File: config.mk
export PLATFORM = sky130hd
export DESIGN_NAME = pwlru_ctrl
export DESIGN_NICKNAME = d
export VERILOG_FILES = /design/src/rtl/pwlru_pkg.sv /design/src/rtl/pwlru_ctrl.sv
export SDC_FILE = /design/constraint.sdc
export NUM_CORES = 1
export LEC_CHECK = 0
export BUFFER_PORTS_ARGS = -buffer_cell sky130_fd_sc_hd__clkbuf_2
export CORE_ASPECT_RATIO = 1.4
export CORE_MARGIN = 2
export CORE_UTILIZATION = 40
export CTS_BUF_LIST = sky130_fd_sc_hd__clkbuf_4
export DETAILED_ROUTE_END_ITERATION = 6
export GPL_TIMING_DRIVEN = 1
export HOLD_SLACK_MARGIN = 0.1
export PLACE_DENSITY = 0.6
export SLEW_MARGIN = 10
export SYNTH_ARGS = -nofsm -noshare
export SYNTH_HDL_FRONTEND = slang
export SYNTH_SLANG_ARGS = --single-unit
File: constraint.sdc
create_clock -name clk -period 5.05 [get_ports clk]
set_input_delay 0.505 -clock clk [delete_from_list [all_inputs] [get_ports clk]]
set_output_delay 0.505 -clock clk [all_outputs]
set_load 0.01 [all_outputs]
File: src/rtl/pwlru_pkg.sv
`default_nettype none
package pwlru_pkg;

  localparam int PIN_ENTRIES = 64;
  localparam int LRU_ENTRIES = 64;
  localparam int KEY_BITS    = 64;
  localparam int MAX_RESULTS = 63;

  localparam int PIN_AW = $clog2(PIN_ENTRIES);
  localparam int LRU_AW = $clog2(LRU_ENTRIES);
  localparam int CNT_W  = $clog2(LRU_ENTRIES + 1);
  localparam int N_W    = $clog2(MAX_RESULTS + 1);

  localparam int CAP_W   = 40;
  localparam int TOT_W   = 41;
  localparam int SIZE_W  = 32;
  localparam int PCNT_W  = 16;
  localparam int FUNC_W  = 2;
  localparam int STAT_W  = 3;
  localparam int FKEY_W  = 64;

  localparam logic [PCNT_W-1:0] COUNT_MAX = '1;

  localparam logic [FUNC_W-1:0] FN_PUT     = 2'd0;
  localparam logic [FUNC_W-1:0] FN_GUARD   = 2'd1;
  localparam logic [FUNC_W-1:0] FN_UNGUARD = 2'd2;

  localparam logic [STAT_W-1:0] ST_OK       = 3'd0;
  localparam logic [STAT_W-1:0] ST_DISABLED = 3'd1;
  localparam logic [STAT_W-1:0] ST_NOT_PIN  = 3'd2;
  localparam logic [STAT_W-1:0] ST_SIZE_MIS = 3'd3;
  localparam logic [STAT_W-1:0] ST_OVER_CAP = 3'd4;
  localparam logic [STAT_W-1:0] ST_FULL     = 3'd5;

  typedef enum logic [4:0] {
    OP_NONE,
    OP_LOAD,
    OP_PSCAN_START,
    OP_PRD,
    OP_PCMP,
    OP_PIN_INC,
    OP_PIN_DEC,
    OP_PIN_NEW,
    OP_PIN_REL,
    OP_LSCAN_START,
    OP_LRD,
    OP_LCMP,
    OP_SHIFT_START,
    OP_SRD,
    OP_SWR,
    OP_APPEND,
    OP_TOUCH_END,
    OP_UNLINK_END,
    OP_LIMIT,
    OP_EV_RD,
    OP_EV_CAP,
    OP_EMIT_EV,
    OP_EMIT_DONE
  } op_t;

  typedef struct packed {
    op_t               op;
    logic              st_we;
    logic [STAT_W-1:0] st_val;
  } cmd_t;

  typedef struct packed {
    logic [FUNC_W-1:0] func;
    logic              be;
    logic              cap_zero;
    logic              lim_zero;
    logic              p_done;
    logic              pfound;
    logic              pfree;
    logic              p_mis;
    logic              cnt_max;
    logic              cnt_gt1;
    logic              l_end;
    logic              lfound;
    logic              l_mis;
    logic              l_full;
    logic              s_end;
    logic              ev_more;
    logic              ev_last;
    logic              out_busy;
  } stat_t;

  typedef enum logic [4:0] {
    S_IDLE,
    S_DISP,
    S_PCHK,
    S_PRD,
    S_PCMP,
    S_PDEC,
    S_LCHK,
    S_LRD,
    S_LCMP,
    S_LDEC,
    S_SCHK,
    S_SRD,
    S_SWR,
    S_SEND,
    S_REL,
    S_EVCHK,
    S_EVLOOP,
    S_EV_RD,
    S_EV_CAP,
    S_EMIT_EV,
    S_FIN
  } state_t;

  typedef enum logic [1:0] {
    CTX_TOUCH,
    CTX_UNLINK,
    CTX_EVICT
  } ctx_t;

  typedef struct packed {
    logic [KEY_BITS-1:0] key;
    logic [SIZE_W-1:0]   size;
    logic [PCNT_W-1:0]   count;
  } pin_ent_t;

  typedef struct packed {
    logic [KEY_BITS-1:0] key;
    logic [SIZE_W-1:0]   size;
  } lru_ent_t;

endpackage
`default_nettype wire

File: src/rtl/pwlru_ctrl.sv
`default_nettype none
module pwlru_ctrl (
  input  wire logic            clk,
  input  wire logic            rst_n,
  input  wire logic            in_valid,
  output logic                 in_stall,
  input  wire pwlru_pkg::stat_t st,
  output pwlru_pkg::cmd_t      cmd
);
  import pwlru_pkg::*;

  state_t state_r, state_nxt;
  ctx_t   ctx_r, ctx_nxt;

  always_ff @(posedge clk) begin
    if (!rst_n) begin
      state_r <= S_IDLE;
      ctx_r   <= CTX_TOUCH;
    end else begin
      state_r <= state_nxt;
      ctx_r   <= ctx_nxt;
    end
  end

  always_comb begin
    state_nxt = state_r;
    ctx_nxt   = ctx_r;
    case (state_r)
      S_IDLE: begin
        if (in_valid) state_nxt = S_DISP;
      end
      S_DISP: begin
        if (st.func == FN_PUT) begin
          state_nxt = st.lim_zero ? S_FIN : S_PCHK;
        end else if (st.func == FN_GUARD || st.func == FN_UNGUARD) begin
          state_nxt = st.cap_zero ? S_FIN : S_PCHK;
        end else begin
          state_nxt = S_FIN;
        end
      end
      S_PCHK: state_nxt = st.p_done ? S_PDEC : S_PRD;
      S_PRD:  state_nxt = S_PCMP;
      S_PCMP: state_nxt = S_PCHK;
      S_PDEC: begin
        if (st.func == FN_PUT) begin
          state_nxt = st.pfound ? S_FIN : S_LCHK;
        end else if (st.func == FN_GUARD) begin
          if (st.pfound || !st.pfree) state_nxt = S_EVCHK;
          else state_nxt = S_LCHK;
        end else begin
          if (!st.pfound || st.cnt_gt1 || st.lim_zero) state_nxt = S_EVCHK;
          else state_nxt = S_LCHK;
        end
      end
      S_LCHK: state_nxt = st.l_end ? S_LDEC : S_LRD;
      S_LRD:  state_nxt = S_LCMP;
      S_LCMP: state_nxt = S_LCHK;
      S_LDEC: begin
        if (st.func == FN_PUT) begin
          if (st.lfound && !st.l_mis) begin
            state_nxt = S_SCHK;
            ctx_nxt   = CTX_TOUCH;
          end else begin
            state_nxt = S_FIN;
          end
        end else if (st.func == FN_GUARD) begin
          if (st.lfound) begin
            state_nxt = S_SCHK;
            ctx_nxt   = CTX_UNLINK;
          end else begin
            state_nxt = S_EVCHK;
          end
        end else begin
          if (st.lfound) begin
            if (st.l_mis) begin
              state_nxt = S_EVCHK;
            end else begin
              state_nxt = S_SCHK;
              ctx_nxt   = CTX_TOUCH;
            end
          end else begin
            state_nxt = st.l_full ? S_EVCHK : S_REL;
          end
        end
      end
      S_SCHK: state_nxt = st.s_end ? S_SEND : S_SRD;
      S_SRD:  state_nxt = S_SWR;
      S_SWR:  state_nxt = S_SCHK;
      S_SEND: begin
        case (ctx_r)
          CTX_TOUCH:  state_nxt = (st.func == FN_PUT) ? S_FIN : S_REL;
          CTX_UNLINK: state_nxt = S_EVCHK;
          CTX_EVICT:  state_nxt = S_EMIT_EV;
          default:    state_nxt = S_FIN;
        endcase
      end
      S_REL:    state_nxt = S_EVCHK;
      S_EVCHK:  state_nxt = st.be ? S_EVLOOP : S_FIN;
      S_EVLOOP: state_nxt = st.ev_more ? S_EV_RD : S_FIN;
      S_EV_RD:  state_nxt = S_EV_CAP;
      S_EV_CAP: begin
        state_nxt = S_SCHK;
        ctx_nxt   = CTX_EVICT;
      end
      S_EMIT_EV: begin
        if (!st.out_busy) state_nxt = st.ev_last ? S_IDLE : S_EV_RD;
      end
      S_FIN: begin
        if (!st.out_busy) state_nxt = S_IDLE;
      end
      default: state_nxt = S_IDLE;
    endcase
  end

  always_comb begin
    cmd.op     = OP_NONE;
    cmd.st_we  = 1'b0;
    cmd.st_val = ST_OK;
    in_stall   = (state_r != S_IDLE);
    case (state_r)
      S_IDLE: begin
        if (in_valid) cmd.op = OP_LOAD;
      end
      S_DISP: begin
        if (st.func == FN_PUT) begin
          if (st.lim_zero) begin
            cmd.st_we  = 1'b1;
            cmd.st_val = ST_DISABLED;
          end else begin
            cmd.op = OP_PSCAN_START;
          end
        end else if (st.func == FN_GUARD || st.func == FN_UNGUARD) begin
          if (st.cap_zero) begin
            cmd.st_we  = 1'b1;
            cmd.st_val = ST_DISABLED;
          end else begin
            cmd.op = OP_PSCAN_START;
          end
        end
      end
      S_PRD:  cmd.op = OP_PRD;
      S_PCMP: cmd.op = OP_PCMP;
      S_PDEC: begin
        if (st.func == FN_PUT) begin
          if (!st.pfound) cmd.op = OP_LSCAN_START;
        end else if (st.func == FN_GUARD) begin
          if (st.pfound) begin
            if (st.p_mis) begin
              cmd.st_we  = 1'b1;
              cmd.st_val = ST_SIZE_MIS;
            end else if (st.cnt_max) begin
              cmd.st_we  = 1'b1;
              cmd.st_val = ST_FULL;
            end else begin
              cmd.op = OP_PIN_INC;
            end
          end else if (!st.pfree) begin
            cmd.st_we  = 1'b1;
            cmd.st_val = ST_FULL;
          end else begin
            cmd.op = OP_PIN_NEW;
          end
        end else begin
          if (!st.pfound) begin
            cmd.st_we  = 1'b1;
            cmd.st_val = ST_NOT_PIN;
          end else if (st.cnt_gt1) begin
            cmd.op = OP_PIN_DEC;
          end else if (st.lim_zero) begin
            cmd.op = OP_PIN_REL;
          end else begin
            cmd.op = OP_LSCAN_START;
          end
        end
      end
      S_LRD:  cmd.op = OP_LRD;
      S_LCMP: cmd.op = OP_LCMP;
      S_LDEC: begin
        if (st.func == FN_PUT) begin
          if (st.lfound) begin
            if (st.l_mis) begin
              cmd.st_we  = 1'b1;
              cmd.st_val = ST_SIZE_MIS;
            end else begin
              cmd.op = OP_SHIFT_START;
            end
          end else if (st.l_full) begin
            cmd.st_we  = 1'b1;
            cmd.st_val = ST_FULL;
          end else begin
            cmd.op = OP_APPEND;
          end
        end else if (st.func == FN_GUARD) begin
          if (st.lfound) cmd.op = OP_SHIFT_START;
        end else begin
          if (st.lfound) begin
            if (st.l_mis) begin
              cmd.op     = OP_PIN_REL;
              cmd.st_we  = 1'b1;
              cmd.st_val = ST_SIZE_MIS;
            end else begin
              cmd.op = OP_SHIFT_START;
            end
          end else if (st.l_full) begin
            cmd.st_we  = 1'b1;
            cmd.st_val = ST_FULL;
          end else begin
            cmd.op = OP_APPEND;
          end
        end
      end
      S_SRD: cmd.op = OP_SRD;
      S_SWR: cmd.op = OP_SWR;
      S_SEND: begin
        cmd.op = (ctx_r == CTX_TOUCH) ? OP_TOUCH_END : OP_UNLINK_END;
      end
      S_REL:    cmd.op = OP_PIN_REL;
      S_EVCHK: begin
        if (st.be) cmd.op = OP_LIMIT;
      end
      S_EV_RD:  cmd.op = OP_EV_RD;
      S_EV_CAP: cmd.op = OP_EV_CAP;
      S_EMIT_EV: begin
        if (!st.out_busy) cmd.op = OP_EMIT_EV;
      end
      S_FIN: begin
        if (!st.out_busy) cmd.op = OP_EMIT_DONE;
      end
      default: cmd.op = OP_NONE;
    endcase
  end

endmodule
`default_nettype wire

==> run_summary.xml <==
<?xml version="1.0" encoding="UTF-8"?>
<metrics>
  <group name="worst_setup_path">
    <metric name="capturing_element_type_of_the_critical_path" unit="">output port</metric>
    <metric name="timing.rr.start" unit="">state_r[2]$_SDFFE_PN0P_</metric>
    <metric name="criticalPathCategory" unit="">flip-flop to output port</metric>
    <metric name="critPathArrivalTime" unit="ns">2.30</metric>
    <metric name="cp_data_required_time" unit="ns">4.55</metric>
    <metric name="r2r-end" unit="">state_r[1]$_SDFFE_PN0P_</metric>
    <metric name="start_kind" unit="">flip-flop</metric>
    <metric name="cp_max_fo" unit="">21</metric>
    <metric name="r2r_slack" unit="ns">2.86</metric>
    <metric name="worst_r2r_path_depth" unit="">6</metric>
  </group>
  <group name="floorplan">
    <metric name="placeableCoreArea" unit="µm²">3580</metric>
    <metric name="core.rowCount" unit="">26</metric>
    <metric name="io_count" unit="">32</metric>
    <metric name="die_area" unit="µm²">4190</metric>
    <metric name="die-height" unit="µm">75.8</metric>
    <metric name="initial_core_util" unit="%">41.2</metric>
    <metric name="die_width" unit="µm">55.3</metric>
  </group>
  <group name="route">
    <metric name="vias_per_inst" unit="">6.01</metric>
    <metric name="met2_wirelength" unit="mm">2.44</metric>
    <metric name="drt_wl_total" unit="mm">4.66</metric>
    <metric name="ant_nets" unit="">0</metric>
    <metric name="met3_wirelength" unit="µm">168</metric>
    <metric name="post-route-drc-count" unit="">0</metric>
    <metric name="drt-wirelength-per-cell" unit="µm">16.2</metric>
    <metric name="via_count" unit="">1726</metric>
    <metric name="detailed_route_iter0_violations" unit="">42</metric>
    <metric name="routedLengthMet1" unit="mm">1.92</metric>
    <metric name="drt_pass1_iterations" unit="">4</metric>
    <metric name="dr_top_layer" unit="">met4</metric>
  </group>
  <group name="finish">
    <metric name="final_layout_size_suffix_gt1_share" unit="%">17.6</metric>
    <metric name="n_fill_cell" unit="">407</metric>
    <metric name="final_core_utilization" unit="%">45.2</metric>
    <metric name="fin_area" unit="µm²">1620</metric>
    <metric name="layout.cells.most_common" unit="">sky130_fd_sc_hd__clkbuf_2</metric>
    <metric name="n_antenna_cell" unit="">0</metric>
    <metric name="nets" unit="">275</metric>
    <metric name="most_frequent_cells_in_the_layout" unit="">31 x sky130_fd_sc_hd__clkbuf_2, 27 x sky130_fd_sc_hd__a21oi_1, 18 x sky130_fd_sc_hd__o21ai_0</metric>
    <metric name="final_cells" unit="">287</metric>
    <metric name="syn2layout_area_growth" unit="%">9.94</metric>
  </group>
  <group name="yosys">
    <metric name="post_synthesis_share_of_cell_area_spent_on_full_adders_half_adders_and_majority_gates" unit="%">5.95</metric>
    <metric name="synth_xor_area_share" unit="%">0.595</metric>
    <metric name="post_synth_and_or_nand_nor_area_fraction" unit="%">34.1</metric>
    <metric name="synth_cell_type_count" unit="">52</metric>
    <metric name="syn-instance-count" unit="">227</metric>
    <metric name="yosysWarnings" unit="">0</metric>
    <metric name="postSynth.asyncResetShare" unit="%">0</metric>
    <metric name="combinational_family_with_the_most_area_after_synthesis" unit="">compound AO/OA/AOI/OAI gates</metric>
    <metric name="syn_area_per_cell" unit="µm²">6.49</metric>
    <metric name="yosys_most_used_dff" unit="">sky130_fd_sc_hd__dfxtp_1</metric>
    <metric name="synth_seq_cells" unit="">7</metric>
    <metric name="count_of_flip_flops_with_a_built_in_enable_after_synthesis" unit="">0</metric>
    <metric name="synth_compound_gate_area_share" unit="%">35.4</metric>
    <metric name="synth.mux.area_fraction" unit="%">3.40</metric>
    <metric name="yosysSeqAreaShare" unit="%">9.52</metric>
    <metric name="netlist_area" unit="µm²">1470</metric>
    <metric name="syn_nets" unit="">256</metric>
  </group>
  <group name="min_path">
    <metric name="hold_path_depth" unit="">2</metric>
    <metric name="min_to" unit="">state_r[3]$_SDFFE_PN0P_</metric>
    <metric name="hold_start" unit="">rst_n</metric>
    <metric name="min_path_type" unit="">primary input to flip-flop</metric>
  </group>
  <group name="timing">
    <metric name="maxSlewViolCount" unit="">0</metric>
    <metric name="clock_skew" unit="ns">0.00104</metric>
    <metric name="worst-slew-pin-transition" unit="ns">0.733</metric>
    <metric name="finalSetupViolations" unit="">0</metric>
    <metric name="setup-tns-final" unit="ns">0</metric>
    <metric name="whs" unit="ns">0.533</metric>
    <metric name="grt_setup_unrepaired" unit="">false</metric>
    <metric name="final_min_period_over_clock_period" unit="%">55.5</metric>
    <metric name="timing.final.ws_setup" unit="ns">2.25</metric>
    <metric name="layout_min_cycle_time" unit="ns">2.80</metric>
    <metric name="final-hold-violation-count" unit="">0</metric>
    <metric name="relSlewSlack" unit="%">51.1</metric>
    <metric name="clock.fmax" unit="MHz">357</metric>
  </group>
  <group name="clock_tree">
    <metric name="cts-root-to-sink-buffers" unit="">2</metric>
    <metric name="cts_num_sinks" unit="">7</metric>
    <metric name="post_cts.repair.setup_buffers" unit="">0</metric>
    <metric name="htree_num_levels" unit="">1</metric>
    <metric name="post_cts.resized_instances" unit="">0</metric>
    <metric name="clkSlewWorstSetupHoldPaths" unit="ns">0.05</metric>
    <metric name="worst_skew_pair.late_latency" unit="ns">0.24</metric>
    <metric name="cts-buffers-inserted" unit="">3</metric>
    <metric name="cts-root-buf" unit="">sky130_fd_sc_hd__clkbuf_4</metric>
    <metric name="cts_tree" unit="">yes</metric>
    <metric name="post_cts_hold_buffer_count" unit="">0</metric>
  </group>
  <group name="grt">
    <metric name="grt_pass1_wl" unit="mm">7.38</metric>
    <metric name="globalRouteTotalUtil" unit="%">21.7</metric>
    <metric name="first_global_vias" unit="">1572</metric>
    <metric name="number_of_antenna_violations_at_the_first_check_in_global_routing" unit="">0</metric>
    <metric name="grt_start_max_net_pins" unit="">30</metric>
    <metric name="grt_overflow" unit="">0</metric>
  </group>
  <group name="job">
    <metric name="max_cap_viol_count" unit="">0</metric>
  </group>
  <group name="status">
    <metric name="outcome" unit="">finished, final reports clean</metric>
  </group>
  <group name="placed_design">
    <metric name="place.port_buffers" unit="">31</metric>
    <metric name="placed_standard_cell_area" unit="µm²">1590</metric>
    <metric name="place_inst" unit="">283</metric>
    <metric name="globalplace.congestion" unit="">0.860</metric>
    <metric name="detailed_place_hpwl" unit="mm">3.59</metric>
    <metric name="post-place-ws" unit="ns">2.42</metric>
  </group>
  <group name="power">
    <metric name="power" unit="mW">0.567</metric>
    <metric name="power_per_cell_area" unit="nW/µm²">350</metric>
    <metric name="peakVddDrop" unit="mV">0.228</metric>
    <metric name="power_leakage" unit="nW">0.664</metric>
  </group>
</metrics>
## synthesized netlist by cell type (3+ instances only)
master                      n  area [µm²]
sky130_fd_sc_hd__a21oi_1   27         135
sky130_fd_sc_hd__o21ai_0   18        90.1
sky130_fd_sc_hd__nor2_1    17        63.8
sky130_fd_sc_hd__buf_2     13        65.1
sky130_fd_sc_hd__nand2_1   13        48.8
sky130_fd_sc_hd__inv_1     12        45.0
sky130_fd_sc_hd__nand2b_1  11        68.8
sky130_fd_sc_hd__nor3_1    11        55.1
sky130_fd_sc_hd__nand3_1    9        45.0
sky130_fd_sc_hd__dfxtp_1    7         140
sky130_fd_sc_hd__ha_1       7        87.6
sky130_fd_sc_hd__nor2b_1    7        43.8
sky130_fd_sc_hd__a31oi_1    5        31.3
sky130_fd_sc_hd__mux2i_1    5        50.1
sky130_fd_sc_hd__nand3b_1   4        30.0
sky130_fd_sc_hd__o22ai_1    4        25.0
sky130_fd_sc_hd__clkbuf_1   3        11.3
sky130_fd_sc_hd__nand4_1    3        18.8
sky130_fd_sc_hd__nor3b_1    3        22.5
sky130_fd_sc_hd__o21a_1     3        22.5
## report_power, final
group / total (mW) / switching (mW) / internal, mW
Combinational: 0.410 / 0.255 / 0.154
Sequential: 0.102 / 0.0330 / 0.0687
Clock: 0.0558 / 0.0203 / 0.0355
Total: 0.567 / 0.309 / 0.259
## layout make-up
type / count / area [µm²] / area share [%]
tap: 42 / 52.6 / 3.25
sequential: 7 / 140 / 8.66
timing repair buffer: 34 / 178 / 11.0
multi-input combinational: 187 / 1170 / 72.3
inverter: 13 / 48.8 / 3.01
clock buffer: 4 / 30.0 / 1.85
## worst max-delay path, cell delays in order, from the launching register on
cell                       delay, ns
sky130_fd_sc_hd__dfxtp_1        0.79
sky130_fd_sc_hd__and3b_1        0.42
sky130_fd_sc_hd__nand3_1        0.18
sky130_fd_sc_hd__o32ai_1        0.34
sky130_fd_sc_hd__a211oi_1       0.08
sky130_fd_sc_hd__o21ai_1        0.09
sky130_fd_sc_hd__clkbuf_2       0.15
## kinds of logic (layout without fill, tap and decap cells)
logic type,Yosys count,count (layout)
adders and majority gates,7,7
buffers and inverters,33,51
DFF,7,7
xor gates and xnor gates,1,1
and+or+nand+nor,91,91
muxes,5,5
AOI/OAI and AO/OA,83,83
## worst max-delay path by stage
stage	startpoint	endpoint	slack (ns)
final	state_r[3]$_SDFFE_PN0P_	cmd[5]	2.25
after detailed placement	st[18]	cmd[5]	2.42
after global routing	state_r[3]$_SDFFE_PN0P_	cmd[4]	2.06
after CTS	state_r[3]$_SDFFE_PN0P_	cmd[5]	2.28
after global placement	st[18]	cmd[5]	2.46
after floorplan	st[18]	cmd[7]	2.87
## flip-flops by register name, indices dropped and copies added (netlist names)
register and cells:
ctx_r 2, state_r 5
## routing by layer
layer	track usage, %	vias up
met5	0	-
met2	43.3	53
met4	8.40	0
li1	-	880
met1	24.5	783
met3	0.679	10
No activity file was read; power rests on OpenSTA's default activity.
